`src/rtl/glmf_pkg.sv`:
```
package glmf_pkg;

	localparam int MAX_COLS   = 1024;
	localparam int MAX_ROWS   = 1024;
	localparam int VALUE_BITS = 16;
	localparam int COL_BITS   = $clog2(MAX_COLS);
	localparam int ROW_BITS   = $clog2(MAX_ROWS);
	localparam int REG_BITS   = 11;
	localparam int CNT_BITS   = 16;
	localparam int IDX_BITS   = 2;
	localparam int QDEPTH     = 4;
	localparam int QPTR_BITS  = $clog2(QDEPTH);

	// Register indexes of the configuration port.
	localparam logic [IDX_BITS-1:0] REG_GRID_ROWS  = 2'd0;
	localparam logic [IDX_BITS-1:0] REG_GRID_COLS  = 2'd1;
	localparam logic [IDX_BITS-1:0] REG_TARGET_ROW = 2'd2;
	localparam logic [IDX_BITS-1:0] REG_TARGET_COL = 2'd3;

	// Result item kinds.
	localparam logic KIND_PEAK    = 1'b0;
	localparam logic KIND_SUMMARY = 1'b1;

	// Bits of a job mask, in the order the results leave the block.
	localparam int JB_MID_LEFT  = 0;
	localparam int JB_LOW_LEFT  = 1;
	localparam int JB_MID_RIGHT = 2;
	localparam int JB_LOW_RIGHT = 3;
	localparam int JB_SUMMARY   = 4;
	localparam int JOB_BITS     = 5;

	typedef struct packed {
		logic [REG_BITS-1:0] grid_rows;
		logic [REG_BITS-1:0] grid_cols;
		logic [REG_BITS-1:0] target_row;
		logic [REG_BITS-1:0] target_col;
	} glmf_cfg_t;

	// One classified input: which results it causes and where.
	typedef struct packed {
		logic [JOB_BITS-1:0] mask;
		logic [ROW_BITS-1:0] row;
		logic [COL_BITS-1:0] col;
	} glmf_job_t;

	typedef struct packed {
		logic full;
		logic empty;
	} glmf_qstat_t;

	typedef logic [7:0][VALUE_BITS-1:0] glmf_nb_t;

	// Center is a peak when it is strictly greater than every enabled neighbor.
	function automatic logic is_peak(logic [VALUE_BITS-1:0] ctr, glmf_nb_t nb,
		logic [7:0] en);
		logic ok;
		ok = 1'b1;
		for (int i = 0; i < 8; i++) begin
			if (en[i] && !($signed(ctr) > $signed(nb[i]))) begin
				ok = 1'b0;
			end
		end
		return ok;
	endfunction

endpackage

```
`src/rtl/glmf_queue.sv`:
```
module glmf_queue import glmf_pkg::*; (
	input  logic        clk,
	input  logic        arst_n,
	input  logic        push,
	input  glmf_job_t   push_job,
	input  logic        pop,
	output glmf_job_t   head_job,
	output glmf_qstat_t stat
);

	glmf_job_t            slot_q [QDEPTH];
	logic [QPTR_BITS-1:0] wr_q, rd_q;
	logic [QPTR_BITS:0]   cnt_q;

	assign stat.full  = (cnt_q == (QPTR_BITS+1)'(QDEPTH));
	assign stat.empty = (cnt_q == '0);
	assign head_job   = slot_q[rd_q];

	// Pointers and occupancy of the job queue.
	always_ff @(posedge clk or negedge arst_n) begin
		if (!arst_n) begin
			wr_q  <= '0;
			rd_q  <= '0;
			cnt_q <= '0;
		end else begin
			if (push) begin
				wr_q <= wr_q + 1'b1;
			end
			if (pop) begin
				rd_q <= rd_q + 1'b1;
			end
			if (push && !pop) begin
				cnt_q <= cnt_q + 1'b1;
			end else if (pop && !push) begin
				cnt_q <= cnt_q - 1'b1;
			end
		end
	end

	always_ff @(posedge clk) begin
		if (push) begin
			slot_q[wr_q] <= push_job;
		end
	end

endmodule

```
`config.mk`:
```
export PLATFORM = sky130hd
export DESIGN_NAME = glmf_queue
export DESIGN_NICKNAME = d
export VERILOG_FILES = /design/src/rtl/glmf_pkg.sv /design/src/rtl/glmf_queue.sv
export SDC_FILE = /design/constraint.sdc
export NUM_CORES = 1
export LEC_CHECK = 0
export BUFFER_PORTS_ARGS = -buffer_cell sky130_fd_sc_hd__buf_2
export CAP_MARGIN = 5
export CORE_ASPECT_RATIO = 1.5
export CORE_MARGIN = 4
export CORE_UTILIZATION = 47
export CTS_CLUSTER_SIZE = 40
export DETAILED_ROUTE_END_ITERATION = 8
export GPL_TIMING_DRIVEN = 0
export PLACE_DENSITY = 0.64
export SLEW_MARGIN = 20
export SYNTH_ARGS = -nofsm -noshare
export SYNTH_HDL_FRONTEND = slang
export SYNTH_SLANG_ARGS = --single-unit
```
`constraint.sdc`:
```
create_clock -name clk -period 2.15 [get_ports clk]
set_input_delay 0.43 -clock clk [delete_from_list [all_inputs] [get_ports clk]]
set_output_delay 0.43 -clock clk [all_outputs]
set_load 0.02 [all_outputs]
```
# Word level (Yosys, flattened, before mapping)
# Memory sizes are Yosys's and may differ from the RTL's.
# Cells that the tools add are included.
# Widths: inputs -> output; s select.
totals:
  reg_bits: 7
  ram_bits: 100
  output_inout_bits: 27
  elab_cells: 19
  n_memories: 1
classes:
  addsub: 4
  n_eq_ne: 1
  n_mux: 4
  reduce_logical: 6
mem_list:
  columns: ["name", "words", "word_bits", "rd", "rd_ports_with_merged_regs", "wr", "line_no", "rtl"]
  rows:
  - ["slot_q", 4, 25, 1, 0, 1, "glmf_queue.sv:11", "glmf_job_t slot_q [QDEPTH];"]
op_table:
  columns: ["operator", "count"]
  rows:
  - ["$mux 3", 2]
  - ["$add 2x1->2 const B", 2]
  - ["$add 3x1->3 const B", 1]
  - ["$eq 3x3->1 const B", 1]
  - ["$logic_not 3->1", 1]
  - ["$sub 3x1->3 const B", 1]
  - ["$logic_and 1x1->1", 2]
  - ["$logic_not 1->1", 2]
  - ["$mux 1", 2]
  - ["$reduce_bool 2->1", 1]

# Logic depth before layout (Yosys ltp)
logic_depth:
  ltp_word: 4
  mapped_depth: 7

# Worst setup path after synthesis
# Ideal clock, no wire load.
synth_timing:
  path_type: "flip-flop to flip-flop"
  startpoint: "reg wr_q[0]"
  endpoint: "mem slot_q[0][0] (netlist bit) (enable)"
  arrival_ns: 1.253
  required_time_ns: 1.766
  path_slack_ns: 0.513
  path_stages_with_launch: 4
  synth_period_minus_slack_ns: 1.637
  path_cell_list: "dfrtp_1 inv_1 ha_1 and2_1"
synth_lines:
  columns: ["item", "line_no", "rtl"]
  rows:
  - ["start, declared", "glmf_queue.sv:12", "logic [QPTR_BITS-1:0] wr_q, rd_q;"]
  - ["start signal, assigned", "glmf_queue.sv:27", "wr_q <= wr_q + 1'b1;"]
  - ["end, declared", "glmf_queue.sv:11", null]
# No word-level cell before the write port.

==> flow_summary.json <==
{
  "p_clk_frac": 0.251,
  "synth.most_common_cell": "edfxtp_1",
  "antenna_found_initial": 0,
  "grt_pass1_vias": 1906,
  "drtIter0Drc": 73,
  "tritoncts": "built",
  "endpoint": "head_job[20]",
  "fp.dieH_um": 122,
  "crit_fanout": 8,
  "dp_hpwl_um": 4030,
  "htreeDepth": 3,
  "finalInstanceArea_um2": 4930,
  "cts_buffers": 9,
  "rrSetupSlack_ns": 0.49,
  "maxClockFrequency_ghz": 0.469,
  "yosys.area.top_type": "edfxtp_1",
  "place_area_um2": 4460,
  "die_w_um": 83.8,
  "maxSlewHeadroom": 0.525,
  "r2r_end": "slot_q[2][17]",
  "report.final.slew_viol_count": 0,
  "portBuffers": 55,
  "powerDensity_nw_per_um2": 1440,
  "p_switching_mw": 2.05,
  "grt_usage": 0.139,
  "p_int_mw": 5.04,
  "path_delay_family": "multiplexers",
  "critPathKind": "flip-flop to output port",
  "core_um2": 8410,
  "ios": 56,
  "grt_pass1_wl_um": 10200,
  "fin_crit_sh": 0.991,
  "post-place-ws_ns": 0.313,
  "clkTransAtPathRegs_ns": 0.07,
  "synth_edf_count": 100,
  "overflow": 0,
  "startpoint_type": "flip-flop",
  "clock-sinks": 107,
  "power_frac_seq": 0.405,
  "worst_slew_pin_slew_ns": 0.712,
  "cts_root_buf": "clkbuf_16",
  "ir_drop_mv": 0.709,
  "postRouteAntennaNets": 0,
  "drc": 0,
  "ys_warn_count": 0,
  "drive_above_1_share": 0.430,
  "vias_per_cell": 5.17,
  "row_count": 41,
  "die-area_um2": 10200,
  "num_antenna_cells": 0,
  "fillers": 625,
  "slowest_delay_ns": 0.56,
  "synth-seq-area-share": 0.785,
  "path_cells": "buf_8, buf_12, mux4_1, buf_2",
  "ys_types": 19,
  "startpoint": "rd_q[0]",
  "r2r_cells": 3,
  "clkLatencyLatePin_ns": 0.34,
  "synth_area_um2": 4050,
  "min_from": "push_job[3]",
  "cpMaxStageDelayCell": "mux4_1",
  "gp_congestion": 0.655,
  "ys_ff_latch": 107,
  "switching_share": 0.289,
  "critPathArrivalTime_ns": 1.70,
  "vias": 1803,
  "pwr-share-comb": 0.344,
  "hold_ws_ns": 0.305,
  "min_path_type": "input pin to flip-flop",
  "required_ns": 1.72,
  "setup_slack_ns": 0.0190,
  "status": "complete, no violations",
  "cp-end-kind": "output port",
  "leakage_nw": 1.77,
  "synth_area_leaders": "edfxtp_1 74%, mux4_2 10%, mux4_1 4.5%",
  "maxCapViolations": 0,
  "netlist_top_cells_count": "100 x edfxtp_1, 18 x mux4_2, 7 x dfrtp_1, 7 x mux4_1, 5 x ha_1",
  "wire_per_inst_um": 18.9,
  "cts_buffer_depth": 2,
  "grt_max_degree": 26,
  "avgSynthCellArea_um2": 24.5,
  "setup_violations": 0,
  "nNetsFinal": 272,
  "path_depth": 4,
  "synth_cells": 165,
  "rsz0062_at_grt": "yes",
  "fin_skew_ns": 0.00546,
  "synth_ff_type": "edfxtp_1",
  "syn-num-nets": 200,
  "dr.pass1.iters": 4,
  "hold_violations": 0,
  "start_util": 0.481,
  "synth_top_area_frac": 0.742,
  "critPathBufInv": 3,
  "area_growth_pct": 21.8,
  "finalWirelength_um": 6600,
  "r2r-start": "wr_q[0]",
  "min_period_ns": 2.13,
  "async_reset_ff_frac": 0.0654
}
## sequential cells by signal, summed over array words and instances, names as in the netlist
signal,count
slot_q,100
cnt_q,3
rd_q,2
wr_q,2
## metal layers
metal  GRT usage  vias up  share of wire
li1            -      825              -
met2       0.237       51           0.53
met4      0.0724        0          0.023
met3      0.0352       12          0.050
met5           0        -              0
met1       0.162      915           0.39
## worst min path at each step
| stage | slack (ns) | cells after the start | end |
|---|---|---|---|
| 6_report | 0.30 | 1 | slot_q[0][3] |
| 3_3_place_gp | 0.27 | 1 | cnt_q[1] |
| 5_1_grt | 0.30 | 1 | slot_q[2][16] |
| 3_5_place_dp | 0.27 | 1 | cnt_q[1] |
| 2_1_floorplan | 0.13 | 0 | cnt_q[0] |
| 4_1_cts | 0.29 | 1 | slot_q[2][21] |
## per-stage QoR
| stage | TNS, ns | total power, mW | cells | utilization |
|---|---|---|---|---|
| finish | 0 | 7.09 | 349 | 0.586 |
| global route | -0.235 | 7.44 | 349 | 0.586 |
| CTS | -0.0277 | 6.93 | 346 | 0.573 |
| detailed placement | 0 | 5.10 | 327 | 0.530 |
| global placement | 0 | 5.06 | 327 | 0.530 |
| floorplan | 0 | 4.43 | 165 | - |
## power groups by stage
stage	Clock [mW]	Sequential, mW	Combinational, mW
2_1_floorplan	0	2.87	1.56
3_3_place_gp	0	2.90	2.16
3_5_place_dp	0	2.92	2.18
4_1_cts	1.83	2.88	2.23
5_1_grt	1.92	2.91	2.61
6_report	1.78	2.87	2.44
## timing repair
item / 4_1_cts / 5_1_grt
setup buffers: 2 / 2
gates cloned: 0 / 1
setup endpoints to repair: 15 / 19
endpoints found under the hold margin: 7 / 0
resized for setup: 2 / 21
hold buffers: 1 / 0
## logic make-up after synthesis
family / count (synthesis) / synth area share
fa+ha+maj: 6 / 0.0204
compound gates: 1 / 0.00123
xor+xnor: 6 / 0.0130
simple gates: 9 / 0.0121
mux: 26 / 0.148
flops: 107 / 0.785
buf+inv: 10 / 0.0201
## layout make-up
| cell class | instances | area, um^2 | share of cell area |
|---|---|---|---|
| Clock inverter | 7 | 106 | 0.0216 |
| Multi-Input combinational cell | 48 | 787 | 0.160 |
| Tap cell | 107 | 134 | 0.0272 |
| Sequential cell | 107 | 3180 | 0.645 |
| Clock buffer | 9 | 225 | 0.0457 |
| Buffer | 6 | 75.1 | 0.0152 |
| Timing Repair Buffer | 61 | 409 | 0.0830 |
| Inverter | 4 | 15.0 | 0.00305 |
## cell usage in the layout, fill, tap and decap left out, drive strengths merged, types with 3 or more instances in the layout
master	instances
dfrtp	7
inv	4
edfxtp	100
bufinv	3
buf	65
xor2	4
and2	4
ha	5
clkbuf	10
clkinv	4
mux4	25
Power figures use the tool's default switching activity.
