[src/rtl/glmf_pkg.sv]
package glmf_pkg;

	localparam int MAX_COLS   = 1024;
	localparam int MAX_ROWS   = 1024;
	localparam int VALUE_BITS = 16;
	localparam int COL_BITS   = $clog2(MAX_COLS);
	localparam int ROW_BITS   = $clog2(MAX_ROWS);
	localparam int REG_BITS   = 11;
	localparam int CNT_BITS   = 16;
	localparam int IDX_BITS   = 2;
	localparam int QDEPTH     = 4;
	localparam int QPTR_BITS  = $clog2(QDEPTH);

	// Register indexes of the configuration port.
	localparam logic [IDX_BITS-1:0] REG_GRID_ROWS  = 2'd0;
	localparam logic [IDX_BITS-1:0] REG_GRID_COLS  = 2'd1;
	localparam logic [IDX_BITS-1:0] REG_TARGET_ROW = 2'd2;
	localparam logic [IDX_BITS-1:0] REG_TARGET_COL = 2'd3;

	// Result item kinds.
	localparam logic KIND_PEAK    = 1'b0;
	localparam logic KIND_SUMMARY = 1'b1;

	// Bits of a job mask, in the order the results leave the block.
	localparam int JB_MID_LEFT  = 0;
	localparam int JB_LOW_LEFT  = 1;
	localparam int JB_MID_RIGHT = 2;
	localparam int JB_LOW_RIGHT = 3;
	localparam int JB_SUMMARY   = 4;
	localparam int JOB_BITS     = 5;

	typedef struct packed {
		logic [REG_BITS-1:0] grid_rows;
		logic [REG_BITS-1:0] grid_cols;
		logic [REG_BITS-1:0] target_row;
		logic [REG_BITS-1:0] target_col;
	} glmf_cfg_t;

	// One classified input: which results it causes and where.
	typedef struct packed {
		logic [JOB_BITS-1:0] mask;
		logic [ROW_BITS-1:0] row;
		logic [COL_BITS-1:0] col;
	} glmf_job_t;

	typedef struct packed {
		logic full;
		logic empty;
	} glmf_qstat_t;

	typedef logic [7:0][VALUE_BITS-1:0] glmf_nb_t;

	// Center is a peak when it is strictly greater than every enabled neighbor.
	function automatic logic is_peak(logic [VALUE_BITS-1:0] ctr, glmf_nb_t nb,
		logic [7:0] en);
		logic ok;
		ok = 1'b1;
		for (int i = 0; i < 8; i++) begin
			if (en[i] && !($signed(ctr) > $signed(nb[i]))) begin
				ok = 1'b0;
			end
		end
		return ok;
	endfunction

endpackage

[src/rtl/glmf_back.sv]
module glmf_back import glmf_pkg::*; (
	input  logic                clk,
	input  logic                arst_n,
	input  glmf_cfg_t           cfg,
	input  glmf_job_t           head_job,
	input  logic                q_empty,
	output logic                pop,
	output logic                out_valid,
	input  logic                out_stall,
	output logic                item_kind,
	output logic [REG_BITS-1:0] peak_row,
	output logic [REG_BITS-1:0] peak_col,
	output logic [CNT_BITS-1:0] peak_ordinal,
	output logic                target_is_peak,
	output logic                last_of_run
);

	logic [JOB_BITS-1:0] mask_q;
	logic [ROW_BITS-1:0] row_q;
	logic [COL_BITS-1:0] col_q;
	logic [CNT_BITS-1:0] cnt_q;
	logic                hit_q;
	logic                out_valid_q;

	logic [JOB_BITS-1:0] sel, rest;
	logic                emit, load;
	logic [REG_BITS-1:0] e_row, e_col;
	logic [CNT_BITS-1:0] cnt_inc;

	// Pick the next result of the current job, lowest mask bit first.
	always_comb begin
		sel   = mask_q & (~mask_q + 1'b1);
		rest  = mask_q & ~sel;
		emit  = (mask_q != '0) && (!out_valid_q || !out_stall);
		load  = ((mask_q == '0) || (emit && rest == '0)) && !q_empty;
		pop   = load;
		e_row = REG_BITS'(row_q);
		e_col = REG_BITS'(col_q);
		if (sel[JB_LOW_LEFT] || sel[JB_LOW_RIGHT]) begin
			e_row = REG_BITS'(row_q) + 1'b1;
		end
		if (sel[JB_MID_RIGHT] || sel[JB_LOW_RIGHT]) begin
			e_col = REG_BITS'(col_q) + 1'b1;
		end
		cnt_inc = (cnt_q == {CNT_BITS{1'b1}}) ? cnt_q : cnt_q + 1'b1;
	end

	always_ff @(posedge clk or negedge arst_n) begin
		if (!arst_n) begin
			mask_q <= '0;
		end else if (load) begin
			mask_q <= head_job.mask;
		end else if (emit) begin
			mask_q <= rest;
		end
	end

	always_ff @(posedge clk) begin
		if (load) begin
			row_q <= head_job.row;
			col_q <= head_job.col;
		end
	end

	// Running peak count and target flag, cleared by the summary.
	always_ff @(posedge clk or negedge arst_n) begin
		if (!arst_n) begin
			cnt_q <= '0;
			hit_q <= 1'b0;
		end else if (emit) begin
			if (sel[JB_SUMMARY]) begin
				cnt_q <= '0;
				hit_q <= 1'b0;
			end else begin
				cnt_q <= cnt_inc;
				if (e_row == cfg.target_row && e_col == cfg.target_col) begin
					hit_q <= 1'b1;
				end
			end
		end
	end

	// Output register; a new result loads when it is empty or the old one is transferred.
	always_ff @(posedge clk or negedge arst_n) begin
		if (!arst_n) begin
			out_valid_q <= 1'b0;
		end else if (emit) begin
			out_valid_q <= 1'b1;
		end else if (!out_stall) begin
			out_valid_q <= 1'b0;
		end
	end

	always_ff @(posedge clk) begin
		if (emit) begin
			if (sel[JB_SUMMARY]) begin
				item_kind      <= KIND_SUMMARY;
				peak_row       <= '0;
				peak_col       <= '0;
				peak_ordinal   <= cnt_q;
				target_is_peak <= hit_q;
				last_of_run    <= 1'b1;
			end else begin
				item_kind      <= KIND_PEAK;
				peak_row       <= e_row;
				peak_col       <= e_col;
				peak_ordinal   <= cnt_inc;
				target_is_peak <= 1'b0;
				last_of_run    <= 1'b0;
			end
		end
	end

	assign out_valid = out_valid_q;

endmodule

[config.mk]
export PLATFORM = sky130hd
export DESIGN_NAME = glmf_back
export DESIGN_NICKNAME = d
export VERILOG_FILES = /design/src/rtl/glmf_pkg.sv /design/src/rtl/glmf_back.sv
export SDC_FILE = /design/constraint.sdc
export NUM_CORES = 1
export LEC_CHECK = 0
export BUFFER_PORTS_ARGS = -buffer_cell sky130_fd_sc_hd__buf_4
export CAP_MARGIN = 20
export CORE_MARGIN = 5
export CORE_UTILIZATION = 30
export DETAILED_ROUTE_END_ITERATION = 8
export PLACE_DENSITY = 0.59
export RECOVER_POWER = 25
export SETUP_SLACK_MARGIN = 0.1
export SLEW_MARGIN = 20
export SYNTH_ARGS = -nofsm -noshare
export SYNTH_HDL_FRONTEND = slang
export SYNTH_SLANG_ARGS = --single-unit
[constraint.sdc]
create_clock -name clk -period 3.3 [get_ports clk]
set_clock_uncertainty 0.05 [all_clocks]
set_input_delay 0.165 -clock clk [delete_from_list [all_inputs] [get_ports clk]]
set_output_delay 0.165 -clock clk [all_outputs]
set_load 0.02 [all_outputs]
# Word level (Yosys, flattened, before mapping)
# Index checks and enable logic that the tools add are counted.
# classes
add_sub_neg	4
n_eq_ne	4
muxes	12
bitwise_logic	4
n_reduce_logical	17
# op_table
op	n
$mux W16	3
$add A10 B1 Y11 const B	2
$eq A11 B11 Y1	2
$mux W11	2
$add A16 B1 Y16 const B	1
$eq A16 B16 Y1 const B	1
$and A5 B5 Y5	2
$logic_not A5 Y1	2
$mux W5	2
$not A5 Y5	2
$add A5 B1 Y5 const B	1
$mux W1	5
$reduce_bool A5 Y1	1
$logic_and A1 B1 Y1	4
$logic_or A1 B1 Y1	4
$reduce_bool A2 Y1	2
$logic_not A1 Y1	3
$ne A2 B1 Y1 const B	1
$reduce_and A2 Y1	1
# totals
register_bits	83
inputBits	73
output_inout_bits	43
elab_cells	52

# Longest topological paths before layout
# Gate-level depths: netlist of the first run.
# logic_depth
ltp_word	10
ltp_mapped	10
mapped_depth_nobuf	8

# Worst setup path before layout of the first run
# No wires, ideal clock.
# synth_path
kind	reg2reg
start	register out_valid_q, in the netlist out_valid
end	register mask_q[1]
setup_ps	123
arrival_ps	3293
required_ps	3127
setup_slack_ps	-166
path_stages_with_launch	7
path_buffers	0
period_less_slack_ps	3466
cell_sequence	dfrtp_1 and2_0 maj3_1 or3_1 a21oi_1 o21ai_0 a22o_2
# synth_via
elab_chain_len	7
elab_cells_between_ends	8
cone_classes	mux (1); reduce/logical (7)
# synth_lines
element	line	source
start, declared	glmf_back.sv:23	logic out_valid_q;
start signal, assigned	glmf_back.sv:86	out_valid_q <= 1'b0;
start signal, assigned	glmf_back.sv:88	out_valid_q <= 1'b1;
start signal, assigned	glmf_back.sv:90	out_valid_q <= 1'b0;
$logic_not A1 Y1 (*)	glmf_back.sv:34	emit = (mask_q != '0) && (!out_valid_q || !out_stall);
$logic_or A1 B1 Y1 (*)	glmf_back.sv:34	
$logic_and A1 B1 Y1 (*)	glmf_back.sv:34	
$logic_and A1 B1 Y1 (*)	glmf_back.sv:35	load = ((mask_q == '0) || (emit && rest == '0)) && !q_empty;
$logic_or A1 B1 Y1 (*)	glmf_back.sv:35	
$logic_and A1 B1 Y1 (*)	glmf_back.sv:35	
net pop	glmf_back.sv:7	output logic pop,
$mux W5 / $reduce_bool A2 Y1 (equally long branches)	--	
end signal, assigned	glmf_back.sv:52	mask_q <= head_job.mask;
end signal, assigned	glmf_back.sv:54	mask_q <= rest;
end, declared	glmf_back.sv:18	logic [JOB_BITS-1:0] mask_q;
# The timed path passes the listed nets; every way through them passes the cells marked *.
# A chain may end at the register's enable or synchronous reset.

# Worst setup path after layout of the first run
# layout_path
start	register mask_q[1]
end	register hit_q
# layout_via
elab_chain_len	9
elab_cells_between_ends	15
cone_classes	add/sub (1); eq/ne (2); mux (3); bitwise (2); reduce/logical (7)
# layout_lines
element	line	source
$not A5 Y5	glmf_back.sv:32	sel = mask_q & (~mask_q + 1'b1);
$add A5 B1 Y5	glmf_back.sv:32	
$and A5 B5 Y5	glmf_back.sv:32	
$logic_or A1 B1 Y1, on equally long branches	glmf_back.sv:39, glmf_back.sv:42	
$mux W11, on equally long branches	glmf_back.sv:39, glmf_back.sv:42	
$eq A11 B11 Y1	glmf_back.sv:76	if (e_row == cfg.target_row && e_col == cfg.target_col) begin
$logic_and A1 B1 Y1	glmf_back.sv:76	
$reduce_bool A2 Y1 (no line)	--	
$reduce_and A2 Y1 (no line)	--	
end signal, assigned	glmf_back.sv:69	hit_q <= 1'b0;
end signal, assigned	glmf_back.sv:73	hit_q <= 1'b0;
end signal, assigned	glmf_back.sv:77	hit_q <= 1'b1;
end, declared	glmf_back.sv:22	logic hit_q;
# Parallel ways exist; a longest one is shown, timed or not.

==> results of run 1 <==
[registers in the layout (all words and copies together) (netlist names)]
name,count
out_valid,1
col_q,10
peak_ordinal,16
row_q,10
last_of_run,1
peak_col,11
cnt_q,16
peak_row,11
mask_q,5
target_is_peak,1
hit_q,1
[worst reg2reg max path, delay by kind of cell, from the launching register on]
family          cells  cell delay, ps
simple gates        5            1610
compound gates      2             560
flops               1             460
[worst paths after layout]
path                            depth (start not counted)  slack [ps]        end       from
worst max register to register                          7         520      hit_q  mask_q[1]
worst min-delay path                                    4         190      hit_q     cfg[8]
max in group asynchronous                               2        1790   cnt_q[4]     arst_n
worst max-delay path                                    7         520      hit_q  mask_q[1]
worst min register to register                          1         480  cnt_q[10]  cnt_q[10]
min in group asynchronous                               2         600   cnt_q[7]     arst_n
[cells in the mapped netlist (all sizes together) (2+ instances only)]
cell type,n
a211oi,2
a21oi,28
a22o,6
a31oi,5
and2,5
and3,7
and4,5
and4b,2
buf,7
clkbuf,9
dfrtp,23
edfxtp,60
ha,3
inv,8
mux2,2
nand2,36
nand2b,5
nand3,18
nand4,6
nor2,44
nor2b,4
nor3,6
nor3b,2
o2111ai,4
o21a,2
o21ai,22
o22ai,2
o31ai,3
or3,3
or4,2
xnor2,28
xor2,22
xor3,2
[logic make-up after synthesis]
group,after synthesis
flip-flops,83
AND/OR/NAND/NOR,149
AO/OA/AOI/OAI,85
multiplexers,3
adder cells (fa/ha/maj),4
buffers and inverters,24
XOR/XNOR,52
[power by group through the flow]
stage	Clock, W	Combinational [W]	Sequential, W
4_1_cts	0.00106	0.00211	0.00194
3_3_place_gp	0	0.00205	0.00195
3_5_place_dp	0	0.00208	0.00195
6_report	0.00104	0.00205	0.00193
2_1_floorplan	0	0.00107	0.00217
5_1_grt	0.00111	0.00224	0.00198
[stage by stage]
stage | total power (W) | cell area [sq um] | setup WS, ps | std cells | hold WS [ps]
6_report | 0.00501 | 5780 | 520 | 711 | 190
5_1_grt | 0.00533 | 5780 | 345 | 711 | 218
4_1_cts | 0.00511 | 5820 | 510 | 711 | 187
3_5_place_dp | 0.00403 | 5260 | 517 | 669 | 37.7
3_3_place_gp | 0.00400 | 5260 | 524 | 669 | 37.7
2_1_floorplan | 0.00324 | 4360 | 321 | 400 | -181
[layout by cell type (no fill, tap or decap), drive strengths merged, types with 7 or more instances in the layout]
cell         instances
a21oi               28
and3                 7
buf                 71
clkbuf              39
dfrtp               23
dlygate4sd3         26
edfxtp              60
inv                 10
nand2               36
nand3               18
nor2                44
o21ai               22
xnor2               28
xor2                22
[final cells by class]
class | instances | area [sq um] | area share, %
Clock inverter | 7 | 76.3 | 1.32
Sequential cell | 83 | 2380 | 41.1
Tap cell | 184 | 230 | 3.98
Multi-Input combinational cell | 293 | 1860 | 32.2
Inverter | 8 | 32.5 | 0.563
Timing Repair Buffer | 127 | 981 | 17.0
Clock buffer | 9 | 225 | 3.89
[layer usage]
layer,vias to the layer above,part of all wire (%)
li1,1706,-
met1,1578,43
met2,103,48
met3,16,7.5
met4,0,1.9
met5,-,0
[what timing repair did]
action                                  in CTS  in global routing
endpoints found under the setup margin       0                 52
gates resized for setup                      0                  1
endpoints found under the hold margin       48                  0
hold buffers                                26                  0
==> impl_metrics.prom, run 1 <==
# TYPE chip_impl_metric gauge
chip_impl_metric{name="fill_cells",unit=""} 1432
chip_impl_info{name="synth_flop_type",value="sky130_fd_sc_hd__edfxtp_1"} 1
chip_impl_metric{name="p_sw",unit="W"} 0.00199
chip_impl_metric{name="path_max_fanout",unit=""} 10
chip_impl_metric{name="port-buffer-count",unit=""} 93
chip_impl_info{name="min-delay-path-class",value="in2reg"} 1
chip_impl_metric{name="overflow",unit=""} 0
chip_impl_metric{name="synth-adder-area-share",unit="%"} 1.09
chip_impl_metric{name="synth.ff_latch_count",unit=""} 83
chip_impl_metric{name="tritoncts.num_buffers",unit=""} 9
chip_impl_metric{name="vdd.ir_drop.worst",unit="uV"} 375
chip_impl_info{name="setup_repair_after_global_routing_missed_its_margin",value="false"} 1
chip_impl_metric{name="drc",unit=""} 0
chip_impl_info{name="cp_slowest_cell",value="sky130_fd_sc_hd__or4_1"} 1
chip_impl_metric{name="grt_start_max_net_pins",unit=""} 57
chip_impl_metric{name="worst_slew_pin_slew",unit="ps"} 1350
chip_impl_metric{name="worstPathArrival",unit="ps"} 2980
chip_impl_metric{name="std_cell_rows",unit=""} 44
chip_impl_metric{name="use_met1",unit="%"} 16.5
chip_impl_metric{name="ctsLongestPathBuffers",unit=""} 2
chip_impl_metric{name="place_hpwl",unit="microns"} 8110
chip_impl_metric{name="syn_nets",unit=""} 476
chip_impl_metric{name="total_core_area",unit="sq um"} 14400
chip_impl_metric{name="worst_slew_slack_as_a_fraction_of_its_limit",unit="%"} 9.98
chip_impl_metric{name="io_pins",unit=""} 116
chip_impl_metric{name="share_comb_of_total_power",unit="%"} 40.9
chip_impl_metric{name="syn2layout_area_growth",unit="%"} 32.8
chip_impl_metric{name="post_synth.cell_area_avg",unit="sq um"} 10.9
chip_impl_metric{name="vias_per_cell",unit=""} 4.79
chip_impl_metric{name="p_per_area",unit="nW/um^2"} 867
chip_impl_info{name="crit_chain",value="or2_1 -> nor3_4 -> and4_4 -> nor2_2 -> a221o_1 -> or4_1 -> o31ai_1"} 1
chip_impl_metric{name="finish.utilization",unit="%"} 40.2
chip_impl_metric{name="vias",unit=""} 3403
chip_impl_info{name="setup.worst_path.end_class",value="register"} 1
chip_impl_info{name="root_buffer",value="sky130_fd_sc_hd__clkbuf_16"} 1
chip_impl_metric{name="antenna_found_initial",unit=""} 0
chip_impl_metric{name="ys.warnings.count",unit=""} 0
chip_impl_metric{name="h-tree-depth",unit=""} 3
chip_impl_metric{name="drv.max_cap_violation_count",unit=""} 0
chip_impl_metric{name="drt.antenna.violating_nets",unit=""} 0
chip_impl_metric{name="max_clk_rate",unit="MHz"} 360
chip_impl_metric{name="total_leakage_power",unit="nW"} 2.27
chip_impl_metric{name="min_period",unit="ps"} 2780
chip_impl_metric{name="design.die.area",unit="sq um"} 17000
chip_impl_metric{name="final_layout_size_suffix_gt1_share",unit="%"} 22.0
chip_impl_metric{name="syn_inst",unit=""} 400
chip_impl_info{name="ys_top_cells_by_area",value="sky130_fd_sc_hd__edfxtp_1 (41%), sky130_fd_sc_hd__dfrtp_1 (13%), sky130_fd_sc_hd__xnor2_1 (5.6%), sky130_fd_sc_hd__xor2_1 (4.4%), sky130_fd_sc_hd__nor2_1 (3.7%)"} 1
chip_impl_info{name="outcome",value="finished clean"} 1
chip_impl_metric{name="clkPwrFrac",unit="%"} 20.7
chip_impl_metric{name="routedWlPerCell",unit="microns"} 15.7
chip_impl_info{name="cp-start-kind",value="register"} 1
chip_impl_metric{name="first_global_vias",unit=""} 3561
chip_impl_info{name="most_utilized_layer_in_the_global_route_result",value="met2"} 1
chip_impl_metric{name="tritoncts_num_sinks",unit=""} 83
chip_impl_metric{name="yosysUniqueCellTypes",unit=""} 59
chip_impl_metric{name="insertedDiodeCount",unit=""} 0
chip_impl_info{name="critPathTopFamily",value="simple AND/OR/NAND/NOR gates"} 1
chip_impl_metric{name="met2_global_route_usage",unit="%"} 22.6
chip_impl_metric{name="synth-simple-area-share",unit="%"} 17.4
chip_impl_metric{name="weighted_congestion_at_the_end_of_routability_driven_global_placement",unit=""} 0.833
chip_impl_metric{name="die_w",unit="microns"} 130
chip_impl_metric{name="seq_power_share",unit="%"} 38.4
chip_impl_info{name="cts_tree",value="yes"} 1
chip_impl_metric{name="synth_sequential_area_ratio",unit="%"} 54.6
chip_impl_info{name="critical_path_class",value="reg2reg"} 1
chip_impl_metric{name="initial_core_util",unit="%"} 30.3
chip_impl_metric{name="portion_of_synthesized_cell_area_occupied_by_the_leading_cell_type",unit="%"} 41.4
chip_impl_metric{name="cts.clk_slew.worst_paths",unit="ps"} 60
chip_impl_metric{name="post-cts-setup-buffers",unit=""} 0
chip_impl_metric{name="crit_path_max_incr_delay",unit="ps"} 510
chip_impl_metric{name="synth_enable_flop_cells",unit=""} 60
chip_impl_info{name="post-synth-top-area-cell",value="sky130_fd_sc_hd__edfxtp_1"} 1
chip_impl_metric{name="layout_worst_path_cycle_share",unit="%"} 84.2
chip_impl_metric{name="synth_area_in_compound_gates",unit="%"} 12.3
chip_impl_metric{name="grt_use_met3",unit="%"} 3.33
chip_impl_metric{name="syn_area",unit="sq um"} 4350
chip_impl_metric{name="critical_path_buf_inv_count",unit=""} 0
chip_impl_metric{name="grt_first_pass_wirelength",unit="microns"} 17700
chip_impl_metric{name="grt_util_overall",unit="%"} 13.4
chip_impl_metric{name="die_h",unit="microns"} 130
chip_impl_metric{name="synth.area.mux_share",unit="%"} 0.747
chip_impl_info{name="synth_top_family_by_area",value="simple AND/OR/NAND/NOR gates"} 1
chip_impl_metric{name="crit_required",unit="ps"} 3500
chip_impl_metric{name="drv_slew",unit=""} 0
chip_impl_metric{name="first_pass_iteration_count_of_the_detailed_router",unit=""} 4
chip_impl_metric{name="wl",unit="microns"} 11100
chip_impl_metric{name="final_hold_violation_count",unit=""} 0
chip_impl_metric{name="sw_frac_of_total",unit="%"} 39.7
chip_impl_metric{name="synth_xor_xnor_area_share",unit="%"} 11.1
chip_impl_metric{name="nNetsFinal",unit=""} 598
chip_impl_metric{name="setup_total_neg_slack",unit="ps"} 0
chip_impl_metric{name="async_reset_ff_share",unit="%"} 27.7
chip_impl_metric{name="drt-initial-drc-count",unit=""} 217
chip_impl_metric{name="power.internal",unit="W"} 0.00303
chip_impl_metric{name="clock_latency",unit="ps"} 350
chip_impl_metric{name="setup_viol_count_final",unit=""} 0
(Power assumes the default switching activity.)
==> run 2, diff against run 1 <==
Settings changed: PLACE_DENSITY 0.59 to 0.61.
Clock period 3.3 ns to 2.3 ns, I/O delays scaled along.
==> run 2 against run 1 <==
- the run now ends with negative setup slack left
- register-to-register slack worse by 600 ps
- hold slack worse by 84 ps
- critical path depth is 2 higher
- flip-flop and latch count stayed put
- count of clock-buffer cells in the layout is 1 higher
- combinational power is 100% higher
- non-clock buffer count is 77 higher
- critical path type unchanged
- largest cell class unchanged
- largest power group unchanged
- highest routed layer unchanged
==> impl_metrics.prom, run 2 (synthesized netlist as in run 1, its figures left out) <==
# TYPE chip_impl_metric gauge
chip_impl_metric{name="dpl.cell_count",unit=""} 731
chip_impl_info{name="setup_repair_after_global_routing_missed_its_margin",value="true"} 1
chip_impl_metric{name="worst_slew_slack_as_a_fraction_of_its_limit",unit="%"} 9.73
chip_impl_metric{name="crit_path_max_incr_delay",unit="ps"} 510
chip_impl_metric{name="drv_slew",unit=""} 0
chip_impl_metric{name="die_w",unit="microns"} 130
chip_impl_info{name="setup.worst_path.end_class",value="register"} 1
chip_impl_metric{name="setup_slack_after_layout",unit="ps"} -84.5
chip_impl_metric{name="std_cell_rows",unit=""} 44
chip_impl_metric{name="drc",unit=""} 0
chip_impl_metric{name="hold-worst-slack",unit="ps"} 107
chip_impl_metric{name="weighted_congestion_at_the_end_of_routability_driven_global_placement",unit=""} 0.860
chip_impl_info{name="cp-start-kind",value="register"} 1
chip_impl_info{name="worstHoldStart",value="out_stall"} 1
chip_impl_metric{name="grt_start_max_net_pins",unit=""} 24
chip_impl_metric{name="drv.max_cap_violation_count",unit=""} 0
chip_impl_metric{name="min_period",unit="ps"} 2380
chip_impl_metric{name="drt.antenna.violating_nets",unit=""} 0
chip_impl_metric{name="worst_slew_pin_slew",unit="ps"} 1350
chip_impl_metric{name="nNetsFinal",unit=""} 675
chip_impl_info{name="crit-reg2reg-capture",value="hit_q"} 1
chip_impl_metric{name="vdd.ir_drop.worst",unit="uV"} 544
chip_impl_metric{name="r2r_setup_slack",unit="ps"} -80
chip_impl_metric{name="cts.clk_slew.worst_paths",unit="ps"} 60
chip_impl_metric{name="max_clk_rate",unit="MHz"} 419
chip_impl_info{name="min-delay-path-class",value="in2reg"} 1
chip_impl_metric{name="tritoncts_num_sinks",unit=""} 83
chip_impl_metric{name="crit_required",unit="ps"} 2510
chip_impl_metric{name="critical_path_buf_inv_count",unit=""} 2
chip_impl_metric{name="routedWlPerCell",unit="microns"} 15.4
chip_impl_info{name="critical_path_class",value="reg2reg"} 1
chip_impl_info{name="crit_chain",value="buf_6 -> nor2_4 -> buf_12 -> nor3_4 -> and4_4 -> nor2_2 -> a221o_1 -> or4_1 -> o31ai_1"} 1
chip_impl_metric{name="tritoncts.num_buffers",unit=""} 9
chip_impl_metric{name="clock_latency",unit="ps"} 350
chip_impl_metric{name="worst_hold_stages",unit=""} 3
chip_impl_metric{name="grt_util_overall",unit="%"} 14.7
chip_impl_metric{name="vias_per_cell",unit=""} 4.80
chip_impl_metric{name="first_pass_iteration_count_of_the_detailed_router",unit=""} 4
chip_impl_metric{name="design.die.area",unit="sq um"} 17000
chip_impl_info{name="cp_slowest_cell",value="sky130_fd_sc_hd__or4_1"} 1
chip_impl_metric{name="path_depth",unit=""} 9
chip_impl_info{name="worst_r2r_startpoint",value="mask_q[2]"} 1
chip_impl_info{name="outcome",value="finished, violations left"} 1
chip_impl_metric{name="ctsLongestPathBuffers",unit=""} 2
chip_impl_metric{name="die_h",unit="microns"} 130
chip_impl_metric{name="final_layout_size_suffix_gt1_share",unit="%"} 36.8
chip_impl_metric{name="grt_first_pass_wirelength",unit="microns"} 19200
chip_impl_metric{name="ff2ff_path_depth",unit=""} 9
chip_impl_metric{name="antenna_found_initial",unit=""} 0
chip_impl_metric{name="setup_viol_count_final",unit=""} 2
chip_impl_metric{name="total_leakage_power",unit="nW"} 2.72
chip_impl_info{name="root_buffer",value="sky130_fd_sc_hd__clkbuf_16"} 1
chip_impl_metric{name="fin_area",unit="sq um"} 6590
chip_impl_metric{name="layout_worst_path_cycle_share",unit="%"} 104
chip_impl_metric{name="port-buffer-count",unit=""} 93
chip_impl_metric{name="total_core_area",unit="sq um"} 14400
chip_impl_info{name="min_delay_worst_endpoint",value="out_valid"} 1
chip_impl_metric{name="report.power.total",unit="W"} 0.00837
chip_impl_metric{name="initial_core_util",unit="%"} 30.3
chip_impl_metric{name="drt-initial-drc-count",unit=""} 195
chip_impl_metric{name="insertedDiodeCount",unit=""} 0
chip_impl_metric{name="h-tree-depth",unit=""} 3
chip_impl_metric{name="worstPathArrival",unit="ps"} 2590
chip_impl_info{name="critPathTopFamily",value="simple AND/OR/NAND/NOR gates"} 1
chip_impl_info{name="final_common_cell",value="sky130_fd_sc_hd__buf_4"} 1
chip_impl_metric{name="overflow",unit=""} 0
chip_impl_metric{name="io_pins",unit=""} 116
chip_impl_metric{name="p_per_area",unit="nW/um^2"} 1270
chip_impl_metric{name="first_global_vias",unit=""} 3770
chip_impl_info{name="violated_checks",value="negative setup slack"} 1
chip_impl_info{name="largestRegisters",value="cnt_q (16), peak_ordinal (16)"} 1
chip_impl_metric{name="vias",unit=""} 3785
chip_impl_info{name="cts_tree",value="yes"} 1
chip_impl_metric{name="fin_cells",unit=""} 788
chip_impl_info{name="layout_common_cells",value="sky130_fd_sc_hd__buf_4 (138), sky130_fd_sc_hd__edfxtp_1 (60), sky130_fd_sc_hd__nor2_1 (39)"} 1
chip_impl_metric{name="place_area",unit="sq um"} 5770
chip_impl_metric{name="syn2layout_area_growth",unit="%"} 51.4
chip_impl_metric{name="final_hold_violation_count",unit=""} 0
chip_impl_metric{name="path_max_fanout",unit=""} 6
chip_impl_metric{name="place_hpwl",unit="microns"} 8890
chip_impl_metric{name="wl",unit="microns"} 12100
==> run 2: per-stage QoR <==
| stage | setup TNS (ps) | util (%) | setup WS, ps |
|---|---|---|---|
| 2_1_floorplan | -2860 | - | -107 |
| 3_3_place_gp | -79.4 | 40.1 | -79.4 |
| 3_5_place_dp | -158 | 40.1 | -158 |
| 4_1_cts | -74.1 | 45.1 | -74.1 |
| 5_1_grt | -214 | 45.9 | -155 |
| 6_report | -94.4 | 45.9 | -84.5 |
==> run 2: worst max-delay path by stage <==
| stage | to | startpoint | slack [ps] |
|---|---|---|---|
| 6_report | hit_q | mask_q[2] | -80 |
| 5_1_grt | hit_q | col_q[0] | -150 |
| 4_1_cts | hit_q | mask_q[0] | -70 |
| 3_5_place_dp | hit_q | mask_q[0] | -160 |
| 3_3_place_gp | hit_q | mask_q[0] | -80 |
| 2_1_floorplan | hit_q | mask_q[1] | -110 |
==> run 2: tightest hold or removal path: stages <==
cell	delay [ps]
sky130_fd_sc_hd__buf_4	90
sky130_fd_sc_hd__and2_4	170
sky130_fd_sc_hd__or3_1	100
==> run 2: metal layers <==
metal	routed length, microns	vias to the layer above	share of wire, %	GRT usage, %
met5	0	-	0	0
met2	6230	92	51	25.1
met3	762	10	6.3	5.00
met1	4980	1819	41	18.2
met4	136	0	1.1	3.21
li1	-	1864	-	-
==> run 2: layout make-up <==
cell class | instances | area, sq um
Fill cell | 1355 | 7780
Sequential cell | 83 | 2380
Multi-Input combinational cell | 293 | 1990
Timing Repair Buffer | 204 | 1630
Tap cell | 184 | 230
Clock buffer | 10 | 229
Clock inverter | 6 | 104
Inverter | 8 | 30.0
==> run 2: power breakdown <==
group / leakage (nW) / total, W / internal [W] / switching [W]
Sequential: 0.887 / 0.00265 / 0.00237 / 0.000280
Clock: 0.164 / 0.00163 / 0.00105 / 0.000579
Combinational: 1.66 / 0.00409 / 0.00188 / 0.00221
==> run 2: repair_timing <==
item                                    CTS  global route
gates cloned                              1             0
endpoints found under the setup margin    2            31
hold buffers                             26             0
gates resized for setup                  10            30
pin swaps                                 3            15
setup buffers                             7             8
endpoints found under the hold margin    48             0
